$ cat src/hdl/pccc_pkg.sv
// Package for the pixel color class counter: widths, thresholds, caps and helpers.
// No dependencies; used by the interfaces, the top level and the checker.
package pccc_pkg;

    // Field widths
    localparam int CH_W  = 8;
    localparam int BRI_W = 8;
    localparam int CNT_W = 23;
    localparam int SUM_W = 30;

    // Frame size bound and largest per-pixel saturation (max minus mean)
    localparam longint MAX_FRAME_PIXELS = 4194304;
    localparam longint SAT_MAX          = 170;

    // Counter caps: frame bound or the full register range, whichever is smaller
    localparam longint CNT_LIMIT = (longint'(1) << CNT_W) - 1;
    localparam longint SUM_LIMIT = (longint'(1) << SUM_W) - 1;
    localparam longint CNT_CAP_L =
        (MAX_FRAME_PIXELS < CNT_LIMIT) ? MAX_FRAME_PIXELS : CNT_LIMIT;
    localparam longint SUM_CAP_L =
        ((MAX_FRAME_PIXELS * SAT_MAX) < SUM_LIMIT) ? (MAX_FRAME_PIXELS * SAT_MAX) : SUM_LIMIT;
    localparam logic [CNT_W-1:0] CNT_CAP = CNT_W'(CNT_CAP_L);
    localparam logic [SUM_W-1:0] SUM_CAP = SUM_W'(SUM_CAP_L);

    // Mean of three channels: sum * 683 >> 11 equals sum / 3 for sums up to 765
    localparam int RGB_SUM_W = CH_W + 2;
    localparam int AVG_RECIP_W = 10;
    localparam logic [AVG_RECIP_W-1:0] AVG_RECIP = AVG_RECIP_W'(683);
    localparam int AVG_SHIFT = 11;
    localparam int AVG_PROD_W = RGB_SUM_W + AVG_RECIP_W;

    // Thresholds of the class rules
    localparam logic [CH_W-1:0] RED_MIN      = CH_W'(100);
    localparam logic [CH_W-1:0] PINK_G_MAX   = CH_W'(58);
    localparam logic [CH_W-1:0] SKIN_G_MIN   = CH_W'(78);
    localparam logic [CH_W-1:0] SKIN_B_MIN   = CH_W'(68);
    localparam logic [CH_W-1:0] SKIN_B_MAX   = CH_W'(150);
    localparam logic [CH_W-1:0] SKIN_RB_DIFF = CH_W'(32);
    localparam logic [CH_W-1:0] SKIN_AVG_MIN = CH_W'(109);
    localparam logic [CH_W-1:0] SKIN_RA_DIFF = CH_W'(38);
    localparam logic [CH_W:0]   PAIR_SUM_MAX = (CH_W+1)'(250);
    localparam logic [CH_W-1:0] BLUE_B_MIN   = CH_W'(25);
    localparam logic [CH_W-1:0] BLUE_B_MID   = CH_W'(90);
    localparam logic [CH_W-1:0] BLUE_R_MAX   = CH_W'(38);
    localparam logic [CH_W-1:0] BLUE_BG_DIFF = CH_W'(4);
    localparam logic [CH_W-1:0] GREEN_G_MIN  = CH_W'(40);

    // Brightness branch limits
    localparam logic [BRI_W-1:0] BRI_DARK   = BRI_W'(40);
    localparam logic [BRI_W-1:0] BRI_BRIGHT = BRI_W'(50);

    function automatic logic [CH_W-1:0] abs_diff(input logic [CH_W-1:0] a,
                                                 input logic [CH_W-1:0] b);
        return (a > b) ? (a - b) : (b - a);
    endfunction

    // Saturating count increment
    function automatic logic [CNT_W-1:0] cnt_bump(input logic [CNT_W-1:0] cnt,
                                                  input logic inc);
        logic [CNT_W:0] s;
        s = {1'b0, cnt} + (CNT_W+1)'(inc);
        return (s < {1'b0, CNT_CAP}) ? s[CNT_W-1:0] : CNT_CAP;
    endfunction

    // Saturating sum accumulate
    function automatic logic [SUM_W-1:0] sum_bump(input logic [SUM_W-1:0] acc,
                                                  input logic [CH_W-1:0] add);
        logic [SUM_W:0] s;
        s = {1'b0, acc} + (SUM_W+1)'(add);
        return (s < {1'b0, SUM_CAP}) ? s[SUM_W-1:0] : SUM_CAP;
    endfunction

endpackage

$ cat src/hdl/pccc_pix_if.sv
// Pixel input channel: valid/ready handshake with one BGR pixel per transaction.
// Depends on pccc_pkg for the channel width.
interface pccc_pix_if
    import pccc_pkg::*;
();
    logic            valid;
    logic            ready;
    logic [CH_W-1:0] blue_in;
    logic [CH_W-1:0] green_in;
    logic [CH_W-1:0] red_in;
    logic            last_pixel;

    modport source (output valid, blue_in, green_in, red_in, last_pixel, input ready);
    modport sink   (input valid, blue_in, green_in, red_in, last_pixel, output ready);
endinterface

$ cat src/hdl/pccc_res_if.sv
// Result channel: valid/ready handshake with class flags and frame totals.
// Depends on pccc_pkg for the total widths.
interface pccc_res_if
    import pccc_pkg::*;
();
    logic             valid;
    logic             ready;
    logic             skin_flag;
    logic             pink_flag;
    logic             blue_flag;
    logic             green_flag;
    logic [CNT_W-1:0] skin_total;
    logic [CNT_W-1:0] pink_total;
    logic [CNT_W-1:0] blue_total;
    logic [CNT_W-1:0] green_total;
    logic [SUM_W-1:0] saturation_total;
    logic             frame_done;

    modport source (output valid, skin_flag, pink_flag, blue_flag, green_flag,
                    skin_total, pink_total, blue_total, green_total,
                    saturation_total, frame_done, input ready);
    modport sink   (input valid, skin_flag, pink_flag, blue_flag, green_flag,
                    skin_total, pink_total, blue_total, green_total,
                    saturation_total, frame_done, output ready);
endinterface

$ cat src/hdl/pixel_color_class_counter.sv
// Pixel color class counter top level.
// Depends on pccc_pkg, pccc_pix_if and pccc_res_if.
//
// Usage:
//   pix  - input channel, one BGR pixel per transaction; last_pixel marks the
//          final pixel of a frame.
//   res  - result channel, one transaction per pixel: skin/pink/blue/green flags,
//          running per-frame totals that include this pixel, and frame_done.
//   cfg_we/cfg_data - brightness level write; selects the skin and blue rule
//          branches. Write it only while no pixel is in flight.
// Timing: a pixel taken on pix goes from the input register to the result register,
//   which drives res (two register stages: input register, result register). One
//   pixel per cycle is sustained while res stays ready; the per-pixel logic (mean by
//   constant multiply, compares, saturating adds) sits between those two registers.
// Reset: clears the brightness level, both valid bits and all accumulators.
// Stall: while res is held, the result register keeps its transaction and one
//   more pixel can wait in the input register; pix.ready then drops.
// After the result with frame_done is produced, all accumulators restart at zero.
module pixel_color_class_counter
    import pccc_pkg::*;
(
    input  logic             clk,
    input  logic             rst_n,
    pccc_pix_if.sink         pix,
    pccc_res_if.source       res,
    input  logic             cfg_we,
    input  logic [BRI_W-1:0] cfg_data
);

    logic [BRI_W-1:0] brightness_reg;

    logic             in_valid_reg;
    logic             in_valid_next;
    logic [CH_W-1:0]  in_blue_reg;
    logic [CH_W-1:0]  in_green_reg;
    logic [CH_W-1:0]  in_red_reg;
    logic             in_last_reg;

    logic             out_valid_reg;
    logic             out_valid_next;
    logic             out_skin_reg;
    logic             out_pink_reg;
    logic             out_blue_reg;
    logic             out_green_reg;
    logic [CNT_W-1:0] out_skin_total_reg;
    logic [CNT_W-1:0] out_pink_total_reg;
    logic [CNT_W-1:0] out_blue_total_reg;
    logic [CNT_W-1:0] out_green_total_reg;
    logic [SUM_W-1:0] out_sat_total_reg;
    logic             out_done_reg;

    logic [CNT_W-1:0] skin_count_reg;
    logic [CNT_W-1:0] pink_count_reg;
    logic [CNT_W-1:0] blue_count_reg;
    logic [CNT_W-1:0] green_count_reg;
    logic [SUM_W-1:0] sat_sum_reg;
    logic [CNT_W-1:0] skin_count_next;
    logic [CNT_W-1:0] pink_count_next;
    logic [CNT_W-1:0] blue_count_next;
    logic [CNT_W-1:0] green_count_next;
    logic [SUM_W-1:0] sat_sum_next;

    logic             in_take;
    logic             out_load;

    logic [RGB_SUM_W-1:0]  rgb_sum;
    logic [AVG_PROD_W-1:0] avg_prod;
    logic [CH_W-1:0]       avg;
    logic [CH_W-1:0]       max_ch;
    logic [CH_W-1:0]       sat_pix;
    logic [CH_W:0]         bg_sum;
    logic [CH_W:0]         br_sum;
    logic                  red_dom;
    logic                  pink;
    logic                  skin_branch;
    logic                  skin;
    logic                  blue;
    logic                  green;

    // Handshake: the input register moves on when the result register is free
    assign out_load      = in_valid_reg && (!out_valid_reg || res.ready);
    assign pix.ready     = !in_valid_reg || out_load;
    assign in_take       = pix.valid && pix.ready;
    assign in_valid_next = in_take || (in_valid_reg && !out_load);
    assign out_valid_next = out_load || (out_valid_reg && !res.ready);

    // Channel mean, max and saturation
    assign rgb_sum  = RGB_SUM_W'(in_red_reg) + RGB_SUM_W'(in_green_reg)
                    + RGB_SUM_W'(in_blue_reg);
    assign avg_prod = AVG_PROD_W'(rgb_sum) * AVG_PROD_W'(AVG_RECIP);
    assign avg      = avg_prod[AVG_SHIFT +: CH_W];

    always_comb
    begin
        max_ch = in_red_reg;
        if (in_green_reg > max_ch)
        begin
            max_ch = in_green_reg;
        end
        if (in_blue_reg > max_ch)
        begin
            max_ch = in_blue_reg;
        end
    end

    assign sat_pix = max_ch - avg;
    assign bg_sum  = (CH_W+1)'(in_blue_reg) + (CH_W+1)'(in_green_reg);
    assign br_sum  = (CH_W+1)'(in_blue_reg) + (CH_W+1)'(in_red_reg);

    // Class rules
    assign red_dom = (in_red_reg > in_blue_reg) && (in_red_reg > in_green_reg)
                   && (in_red_reg > RED_MIN);
    assign pink    = red_dom && (in_green_reg < PINK_G_MAX);

    assign skin_branch = ((brightness_reg < BRI_DARK) && (bg_sum < PAIR_SUM_MAX))
                       || ((brightness_reg >= BRI_DARK) && (brightness_reg < BRI_BRIGHT))
                       || ((brightness_reg >= BRI_BRIGHT)
                           && (abs_diff(in_red_reg, avg) > SKIN_RA_DIFF));

    assign skin = red_dom && (in_green_reg > SKIN_G_MIN) && (in_blue_reg > SKIN_B_MIN)
                && (abs_diff(in_red_reg, in_blue_reg) > SKIN_RB_DIFF)
                && (in_blue_reg < SKIN_B_MAX) && (in_red_reg > avg)
                && (avg > SKIN_AVG_MIN) && !pink && skin_branch;

    // Bright branch needs brightness above 50, dark branch below: 50 flags neither
    assign blue = (in_blue_reg > in_red_reg) && (in_blue_reg > in_green_reg)
                && (((brightness_reg < BRI_BRIGHT) && (in_blue_reg < BLUE_B_MID)
                     && (in_blue_reg > BLUE_B_MIN) && (in_red_reg < BLUE_R_MAX)
                     && (abs_diff(in_blue_reg, in_green_reg) > BLUE_BG_DIFF))
                    || ((in_blue_reg > BLUE_B_MID) && (brightness_reg > BRI_BRIGHT)));

    assign green = (max_ch == in_green_reg) && (in_green_reg > GREEN_G_MIN)
                 && (br_sum < PAIR_SUM_MAX);

    // Saturating accumulators, including the current pixel
    assign skin_count_next  = cnt_bump(skin_count_reg, skin);
    assign pink_count_next  = cnt_bump(pink_count_reg, pink);
    assign blue_count_next  = cnt_bump(blue_count_reg, blue);
    assign green_count_next = cnt_bump(green_count_reg, green);
    assign sat_sum_next     = sum_bump(sat_sum_reg, sat_pix);

    // Control state and brightness register
    always_ff @(posedge clk or negedge rst_n)
    begin
        if (!rst_n)
        begin
            brightness_reg  <= '0;
            in_valid_reg    <= 1'b0;
            out_valid_reg   <= 1'b0;
            skin_count_reg  <= '0;
            pink_count_reg  <= '0;
            blue_count_reg  <= '0;
            green_count_reg <= '0;
            sat_sum_reg     <= '0;
        end
        else
        begin
            if (cfg_we)
            begin
                brightness_reg <= cfg_data;
            end
            in_valid_reg  <= in_valid_next;
            out_valid_reg <= out_valid_next;
            if (out_load)
            begin
                if (in_last_reg)
                begin
                    skin_count_reg  <= '0;
                    pink_count_reg  <= '0;
                    blue_count_reg  <= '0;
                    green_count_reg <= '0;
                    sat_sum_reg     <= '0;
                end
                else
                begin
                    skin_count_reg  <= skin_count_next;
                    pink_count_reg  <= pink_count_next;
                    blue_count_reg  <= blue_count_next;
                    green_count_reg <= green_count_next;
                    sat_sum_reg     <= sat_sum_next;
                end
            end
        end
    end

    // Input payload register
    always_ff @(posedge clk)
    begin
        if (in_take)
        begin
            in_blue_reg  <= pix.blue_in;
            in_green_reg <= pix.green_in;
            in_red_reg   <= pix.red_in;
            in_last_reg  <= pix.last_pixel;
        end
    end

    // Result payload register
    always_ff @(posedge clk)
    begin
        if (out_load)
        begin
            out_skin_reg        <= skin;
            out_pink_reg        <= pink;
            out_blue_reg        <= blue;
            out_green_reg       <= green;
            out_skin_total_reg  <= skin_count_next;
            out_pink_total_reg  <= pink_count_next;
            out_blue_total_reg  <= blue_count_next;
            out_green_total_reg <= green_count_next;
            out_sat_total_reg   <= sat_sum_next;
            out_done_reg        <= in_last_reg;
        end
    end

    assign res.valid            = out_valid_reg;
    assign res.skin_flag        = out_skin_reg;
    assign res.pink_flag        = out_pink_reg;
    assign res.blue_flag        = out_blue_reg;
    assign res.green_flag       = out_green_reg;
    assign res.skin_total       = out_skin_total_reg;
    assign res.pink_total       = out_pink_total_reg;
    assign res.blue_total       = out_blue_total_reg;
    assign res.green_total      = out_green_total_reg;
    assign res.saturation_total = out_sat_total_reg;
    assign res.frame_done       = out_done_reg;

endmodule

$ cat src/flat_wrapper.sv
// flat-port wrapper written by rule: the top's interface ports become plain ports
module pixel_color_class_counter_flat import pccc_pkg::*;
  (clk, rst_n, cfg_we, cfg_data, pix_valid, pix_blue_in, pix_green_in, pix_red_in, pix_last_pixel, pix_ready, res_valid, res_skin_flag, res_pink_flag, res_blue_flag, res_green_flag, res_skin_total, res_pink_total, res_blue_total, res_green_total, res_saturation_total, res_frame_done, res_ready);
  pccc_pix_if pix_i ();
  pccc_res_if res_i ();
  input  logic clk;
  input  logic rst_n;
  input  logic cfg_we;
  input  logic [BRI_W-1:0] cfg_data;
  input wire logic [$bits(pix_i.valid)-1:0] pix_valid;
  input wire logic [$bits(pix_i.blue_in)-1:0] pix_blue_in;
  input wire logic [$bits(pix_i.green_in)-1:0] pix_green_in;
  input wire logic [$bits(pix_i.red_in)-1:0] pix_red_in;
  input wire logic [$bits(pix_i.last_pixel)-1:0] pix_last_pixel;
  output wire logic [$bits(pix_i.ready)-1:0] pix_ready;
  output wire logic [$bits(res_i.valid)-1:0] res_valid;
  output wire logic [$bits(res_i.skin_flag)-1:0] res_skin_flag;
  output wire logic [$bits(res_i.pink_flag)-1:0] res_pink_flag;
  output wire logic [$bits(res_i.blue_flag)-1:0] res_blue_flag;
  output wire logic [$bits(res_i.green_flag)-1:0] res_green_flag;
  output wire logic [$bits(res_i.skin_total)-1:0] res_skin_total;
  output wire logic [$bits(res_i.pink_total)-1:0] res_pink_total;
  output wire logic [$bits(res_i.blue_total)-1:0] res_blue_total;
  output wire logic [$bits(res_i.green_total)-1:0] res_green_total;
  output wire logic [$bits(res_i.saturation_total)-1:0] res_saturation_total;
  output wire logic [$bits(res_i.frame_done)-1:0] res_frame_done;
  input wire logic [$bits(res_i.ready)-1:0] res_ready;
  assign pix_i.valid = pix_valid;
  assign pix_i.blue_in = pix_blue_in;
  assign pix_i.green_in = pix_green_in;
  assign pix_i.red_in = pix_red_in;
  assign pix_i.last_pixel = pix_last_pixel;
  assign pix_ready = pix_i.ready;
  assign res_valid = res_i.valid;
  assign res_skin_flag = res_i.skin_flag;
  assign res_pink_flag = res_i.pink_flag;
  assign res_blue_flag = res_i.blue_flag;
  assign res_green_flag = res_i.green_flag;
  assign res_skin_total = res_i.skin_total;
  assign res_pink_total = res_i.pink_total;
  assign res_blue_total = res_i.blue_total;
  assign res_green_total = res_i.green_total;
  assign res_saturation_total = res_i.saturation_total;
  assign res_frame_done = res_i.frame_done;
  assign res_i.ready = res_ready;
  pixel_color_class_counter u_core (.clk(clk), .rst_n(rst_n), .pix(pix_i), .res(res_i), .cfg_we(cfg_we), .cfg_data(cfg_data));
endmodule
$ cat config.mk
export PLATFORM = sky130hd
export DESIGN_NAME = pixel_color_class_counter_flat
export DESIGN_NICKNAME = d
export VERILOG_FILES = /design/src/hdl/pccc_pkg.sv /design/src/hdl/pccc_pix_if.sv /design/src/hdl/pccc_res_if.sv /design/src/hdl/pixel_color_class_counter.sv /design/src/flat_wrapper.sv
export SDC_FILE = /design/constraint.sdc
export NUM_CORES = 1
export LEC_CHECK = 0
export BUFFER_PORTS_ARGS = -buffer_cell sky130_fd_sc_hd__buf_2
export CORE_AREA = 3 3 188 190
export CTS_BUF_LIST = sky130_fd_sc_hd__clkbuf_8 sky130_fd_sc_hd__clkbuf_16
export DETAILED_ROUTE_END_ITERATION = 7
export DIE_AREA = 0 0 191 193
export PLACE_DENSITY = 0.77
export SYNTH_ARGS = -nofsm -noshare
export SYNTH_HDL_FRONTEND = slang
export SYNTH_SLANG_ARGS = --single-unit
$ cat constraint.sdc
create_clock -name clk -period 14.5 [get_ports clk]
set_input_delay 2.9 -clock clk [delete_from_list [all_inputs] [get_ports clk]]
set_output_delay 2.9 -clock clk [all_outputs]
set_load 0.005 [all_outputs]
==> results of run 1 <==
==> metrics by stage <==
| step | worst slack (ns) | hold WS [ns] | std cells | utilization [%] |
|---|---|---|---|---|
| 6_report | 1.88 | 0.487 | 2608 | 64.2 |
| 5_1_grt | 0.665 | 0.520 | 2608 | 64.2 |
| 4_1_cts | 1.92 | 0.493 | 2606 | 64.2 |
| 3_5_place_dp | 1.97 | 0.480 | 2550 | 61.1 |
| 3_3_place_gp | 2.44 | 0.466 | 2550 | 61.1 |
| 2_1_floorplan | 3.87 | 0.453 | 1999 | - |
==> worst min-delay path by stage <==
stage	startpoint	endpoint	depth (start not counted)
2_1_floorplan	u_core.sat_sum_reg[7]	u_core.sat_sum_reg[7]	2
3_3_place_gp	u_core.pink_count_reg[0]	u_core.pink_count_reg[0]	2
3_5_place_dp	u_core.sat_sum_reg[7]	u_core.sat_sum_reg[7]	2
4_1_cts	u_core.sat_sum_reg[7]	u_core.sat_sum_reg[7]	2
5_1_grt	u_core.blue_count_reg[0]	u_core.blue_count_reg[0]	2
6_report	u_core.sat_sum_reg[6]	u_core.sat_sum_reg[6]	2
==> layer usage <==
metal | part of all wire (%) | up-vias
li1 | - | 7340
met5 | 0.094 | -
met3 | 7.1 | 100
met2 | 46 | 544
met4 | 2.7 | 6
met1 | 44 | 7484
==> cells in the mapped netlist (6+ instances only) <==
library cell / n
nand2_1: 212
nor2_1: 191
ha_1: 169
edfxtp_1: 152
o21ai_0: 151
dfrtp_1: 132
xnor2_1: 117
inv_1: 115
a21oi_1: 85
and3_1: 45
xor2_1: 44
nor2b_1: 43
nand3_1: 41
clkbuf_1: 39
o21ai_1: 37
o31ai_1: 36
mux2i_1: 30
fa_1: 28
a22o_1: 24
nand4_1: 20
a21o_1: 19
nor3_1: 19
mux2_2: 16
nand2b_1: 16
and2_1: 15
o21bai_1: 15
buf_2: 12
o21a_1: 12
or3_1: 11
or2_2: 10
and4_1: 9
buf_6: 7
a211oi_1: 6
a31oi_1: 6
==> critical path: cells and delay by family (launching register included) <==
kind | cells | cell delay [ns]
AOI/OAI and AO/OA | 13 | 2.81
DFF | 1 | 0.57
adders and majority gates | 11 | 4.12
xor gates and xnor gates | 3 | 1.00
and+or+nand+nor | 15 | 2.82
buffers and inverters | 8 | 0.88
muxes | 1 | 0.26
==> area by class of cell <==
cell class | instances | area (um2) | area share [%]
antenna | 2 | 5.00 | 0.0232
sequential | 284 | 7870 | 36.4
clock inverter | 23 | 233 | 1.08
tap | 448 | 561 | 2.60
clock buffer | 33 | 815 | 3.77
multi-input combinational | 1533 | 10800 | 50.1
timing repair buffer | 170 | 867 | 4.01
inverter | 115 | 437 | 2.02
==> kinds of logic (layout without fill, tap and decap cells) <==
logic type | count (synthesis) | after routing | share of synthesized area [%]
AOI/OAI and AO/OA | 445 | 445 | 14.5
xor gates and xnor gates | 164 | 164 | 7.53
adders and majority gates | 198 | 198 | 13.8
buffers and inverters | 182 | 341 | 3.95
and+or+nand+nor | 679 | 679 | 17.2
muxes | 47 | 47 | 2.55
DFF | 284 | 284 | 40.5
other | 0 | 2 | 0
==> results.yml, run 1 <==
global_routing:
  grt_use_met1_pct: 35.7
  grt_pass1_wl_um: 78000
  use_met2_pct: 42.4
  grt_max_degree: 131
  track_usage_pct: 25.9
  antenna_found_initial: 5
  grt_pass1_vias: 15089
  met3_usage_pct: 4.57
  grt.busiest_layer: "met2"
  grt-ovfl-total: 0
critical_path:
  regToRegSetupSlack_ns: 1.88
  startpoint_type: "flop"
  r2r_end: "u_core.skin_count_reg[5]"
  cp_slowest_cell: "edfxtp_1"
  crit_start: "u_core.in_green_reg[1]"
  critPathRequiredTime_ns: 14.98
  path_common_cell: "inv_1"
  slowest_delay_ns: 0.57
  critPathCaptureType: "flop"
  crit_path_end: "u_core.skin_count_reg[5]"
  reg2reg_depth: 51
  timing.rr.start: "u_core.in_green_reg[1]"
  cp_max_fo: 25
  arrival_ns: 13.10
  worst-setup-path-type: "reg -> reg"
cts:
  post_cts.repair.setup_buffers: 0
  htreeDepth: 1
  cts_hold_buf: 0
  clk_path_buf_depth: 3
  clk_pin_slew_ns: 0.06
  clock-sinks: 284
  clk_latency_ns: 0.58
  root_buffer: "clkbuf_16"
  cts_tree: "built"
  cts_made_buffers: 30
  cts_resized: 0
floorplanning:
  ios: 167
  die_y_um: 193
  std_cell_rows: 67
  die_area_um2: 36900
  dieWidth_um: 191
  start_util_pct: 57.9
  fp.coreArea_um2: 33600
layout:
  drive_above_1_share_pct: 13.4
  final_common_cell: "nand2_1"
  fin_area_um2: 21600
  fillers: 2691
  nNetsFinal: 2369
  area_growth_pct: 11.1
  mostFrequentLayoutCells: "211 x nand2_1, 191 x nor2_1, 169 x ha_1"
drt:
  via_per_inst: 5.93
  ant_nets: 0
  avgRoutedWirePerCell_um: 18.4
  drc_errors: 0
  firstDrtPassIters: 5
  drt-total-wl_um: 47900
  drt-initial-drc-count: 1520
  via_count: 15474
sta:
  tightest_slew_ns: 1.20
  min_period_ns: 12.62
  slew_violations: 0
  setup_viol: 0
  max_freq_ghz: 0.0793
  fin_crit_sh_pct: 87.0
  finalSetupTns_ns: 0
  fin_skew_ns: 0.0139
  hold_viol_final: 0
  rsz0062_at_grt: "no"
  slew_headroom_pct: 19.4
synth:
  synth_nets: 2234
  ys_seq_elements: 284
  synthArstFlopShare_pct: 46.5
  synth.distinct_cells: 91
  yosys_warnings: 0
  synth.area.top_cells: "edfxtp_1 23%, dfrtp_1 17%, ha_1 11%"
  synth_flop_cell: "edfxtp_1"
  avgSynthCellArea_um2: 9.73
  synth_top_area_cell: "edfxtp_1"
  synth_edf_count: 152
  synth_top_area_share_pct: 23.5
  yosysSeqAreaShare_pct: 40.5
  syn-cell-area_um2: 19400
  syn_inst: 1999
placement:
  dpl.hpwl_um: 33900
  gp_congestion: 0.934
  place_area_um2: 20500
  portBuffers: 166
flow_run:
  drv_cap: 0
status:
  status: "finished, final reports clean"
min_path:
  holdCritPathClass: "reg -> reg"
Power of run 1 is left out: the tool's default activity adds up to more than one toggle a clock period on the data nets, which glitch-free logic cannot reach.
==> run 2, diff against run 1 <==
--- a/config.mk
+++ b/config.mk
@@ -7,4 +7,5 @@
 export LEC_CHECK = 0
 export BUFFER_PORTS_ARGS = -buffer_cell sky130_fd_sc_hd__buf_2
+export CAP_MARGIN = 0
 export CORE_AREA = 3 3 188 190
 export CTS_BUF_LIST = sky130_fd_sc_hd__clkbuf_8 sky130_fd_sc_hd__clkbuf_16
==> constraint.sdc (replaced) <==
create_clock -name clk -period 12.7 [get_ports clk]
set_input_delay 0.635 -clock clk [delete_from_list [all_inputs] [get_ports clk]]
set_output_delay 0.635 -clock clk [all_outputs]
set_load 0.005 [all_outputs]
==> run 2 against run 1 <==
Net effect:
- register-to-register slack worse by 1.2 ns
- worst hold slack worse by 0.46 ns
- cell count is 0.69% higher
- maximum frequency is 5.3% higher
- worst setup slack worse by 1.2 ns
- core utilization is 0.74 points higher
- critical path type unchanged
- critical endpoint is now u_core.skin_count_reg[7]
==> results.yml, run 2 (synthesized netlist as in run 1, its figures left out) <==
layout:
  nNetsFinal: 2385
  ff_latch_area_um2: 7870
  area_growth_pct: 12.3
  fillers: 2666
  mostFrequentLayoutCells: "211 x nand2_1, 191 x nor2_1, 169 x ha_1"
  fin_area_um2: 21800
  multiInputGateArea_um2: 10800
  final_common_cell: "nand2_1"
  drive_above_1_share_pct: 14.3
flow_run:
  drv_cap: 0
cts:
  cts_made_buffers: 31
  clk_pin_slew_ns: 0.06
  clock-sinks: 284
  cts_hold_buf: 0
  htreeDepth: 1
  root_buffer: "clkbuf_16"
  clk_latency_ns: 0.59
  cts_tree: "built"
  clk_path_buf_depth: 3
critical_path:
  cp_slowest_cell: "fa_1"
  path_buf_inv: 7
  cp_max_fo: 23
  startpoint_type: "flop"
  arrival_ns: 12.47
  critPathRequiredTime_ns: 13.19
  critPathCaptureType: "flop"
  worst-setup-path-type: "reg -> reg"
  slowest_delay_ns: 0.55
  crit_family: "adder cells"
floorplanning:
  ios: 167
  die_y_um: 193
  fp.coreArea_um2: 33600
  start_util_pct: 57.9
  die_area_um2: 36900
  dieWidth_um: 191
  std_cell_rows: 67
global_routing:
  grt_pass1_vias: 15088
  grt_pass1_wl_um: 76800
  grt_max_degree: 131
  track_usage_pct: 25.6
  grt-ovfl-total: 0
  antenna_found_initial: 3
drt:
  firstDrtPassIters: 5
  drt-initial-drc-count: 1461
  drt-total-wl_um: 47500
  via_per_inst: 5.85
  via_count: 15353
  ant_nets: 0
  avgRoutedWirePerCell_um: 18.1
  drc_errors: 0
sta:
  max_freq_ghz: 0.0835
  setup_viol: 0
  slew_violations: 0
  fin_skew_ns: 0.0136
  min_period_ns: 11.98
  fin_crit_sh_pct: 94.3
  slew_headroom_pct: 23.1
  tightest_slew_ns: 1.15
  hold_viol_final: 0
placement:
  portBuffers: 166
  place_area_um2: 20600
  gp_congestion: 0.942
  dpl.hpwl_um: 34000
status:
  status: "finished, final reports clean"
min_path:
  holdCritPathClass: "in -> async"
[run 2: area by class of cell]
class | count | area share, %
antenna | 3 | 0.0344
clock buffer | 32 | 3.61
clock inverter | 26 | 1.58
inverter | 115 | 2.02
multi-input combinational | 1533 | 49.6
sequential | 284 | 36.0
tap | 448 | 2.57
timing repair buffer | 185 | 4.54
[run 2: worst reg2reg max path, delay by kind of cell, from the launching register on]
kind,cells,cell delay (ns)
buffers and inverters,7,0.92
AO/OA/AOI/OAI,14,2.77
AND/OR/NAND/NOR,18,3.33
flip-flops,1,0.32
adder cells (fa/ha/maj),10,3.65
XOR/XNOR,4,0.87
[run 2: repair_timing]
action | in CTS | in global routing
resized for setup | 0 | 5
setup buffers | 0 | 8
setup endpoints to repair | 0 | 66
[run 2: per-layer routing]
metal,wire (um),global-route usage [%]
met2,21700,41.3
met5,11,0
met1,21200,35.7
met3,3040,3.92
met4,1530,8.38
[run 2: metrics by stage]
stage / instances / utilization [%] / worst slack [ns] / hold WS (ns) / setup TNS [ns]
after global placement: 2557 / 61.3 / 1.04 / 0.466 / 0
final: 2626 / 65.0 / 0.721 / 0.0269 / 0
after floorplan: 1999 / - / 2.07 / 0.339 / 0
after global routing: 2625 / 65.0 / -0.0227 / 0.0678 / -0.0403
after CTS: 2615 / 64.7 / 0.530 / 0.0451 / 0
after detailed placement: 2557 / 61.3 / 0.569 / 0.477 / 0
[run 2: path summary, 6_finish.rpt]
kind	from	to	slack, ns	depth (start not counted)
max	u_core.in_green_reg[1]	u_core.skin_count_reg[7]	0.72	53
min	rst_n	u_core.blue_count_reg[11]	0.03	1
max reg2reg	u_core.in_green_reg[1]	u_core.skin_count_reg[7]	0.72	53
min reg2reg	u_core.sat_sum_reg[0]	u_core.sat_sum_reg[0]	0.49	2
max in group asynchronous	rst_n	u_core.skin_count_reg[7]	11.29	2
min in group clk	pix_blue_in[5]	u_core.in_blue_reg[5]	0.22	1
Power of run 2 is left out for the same reason.
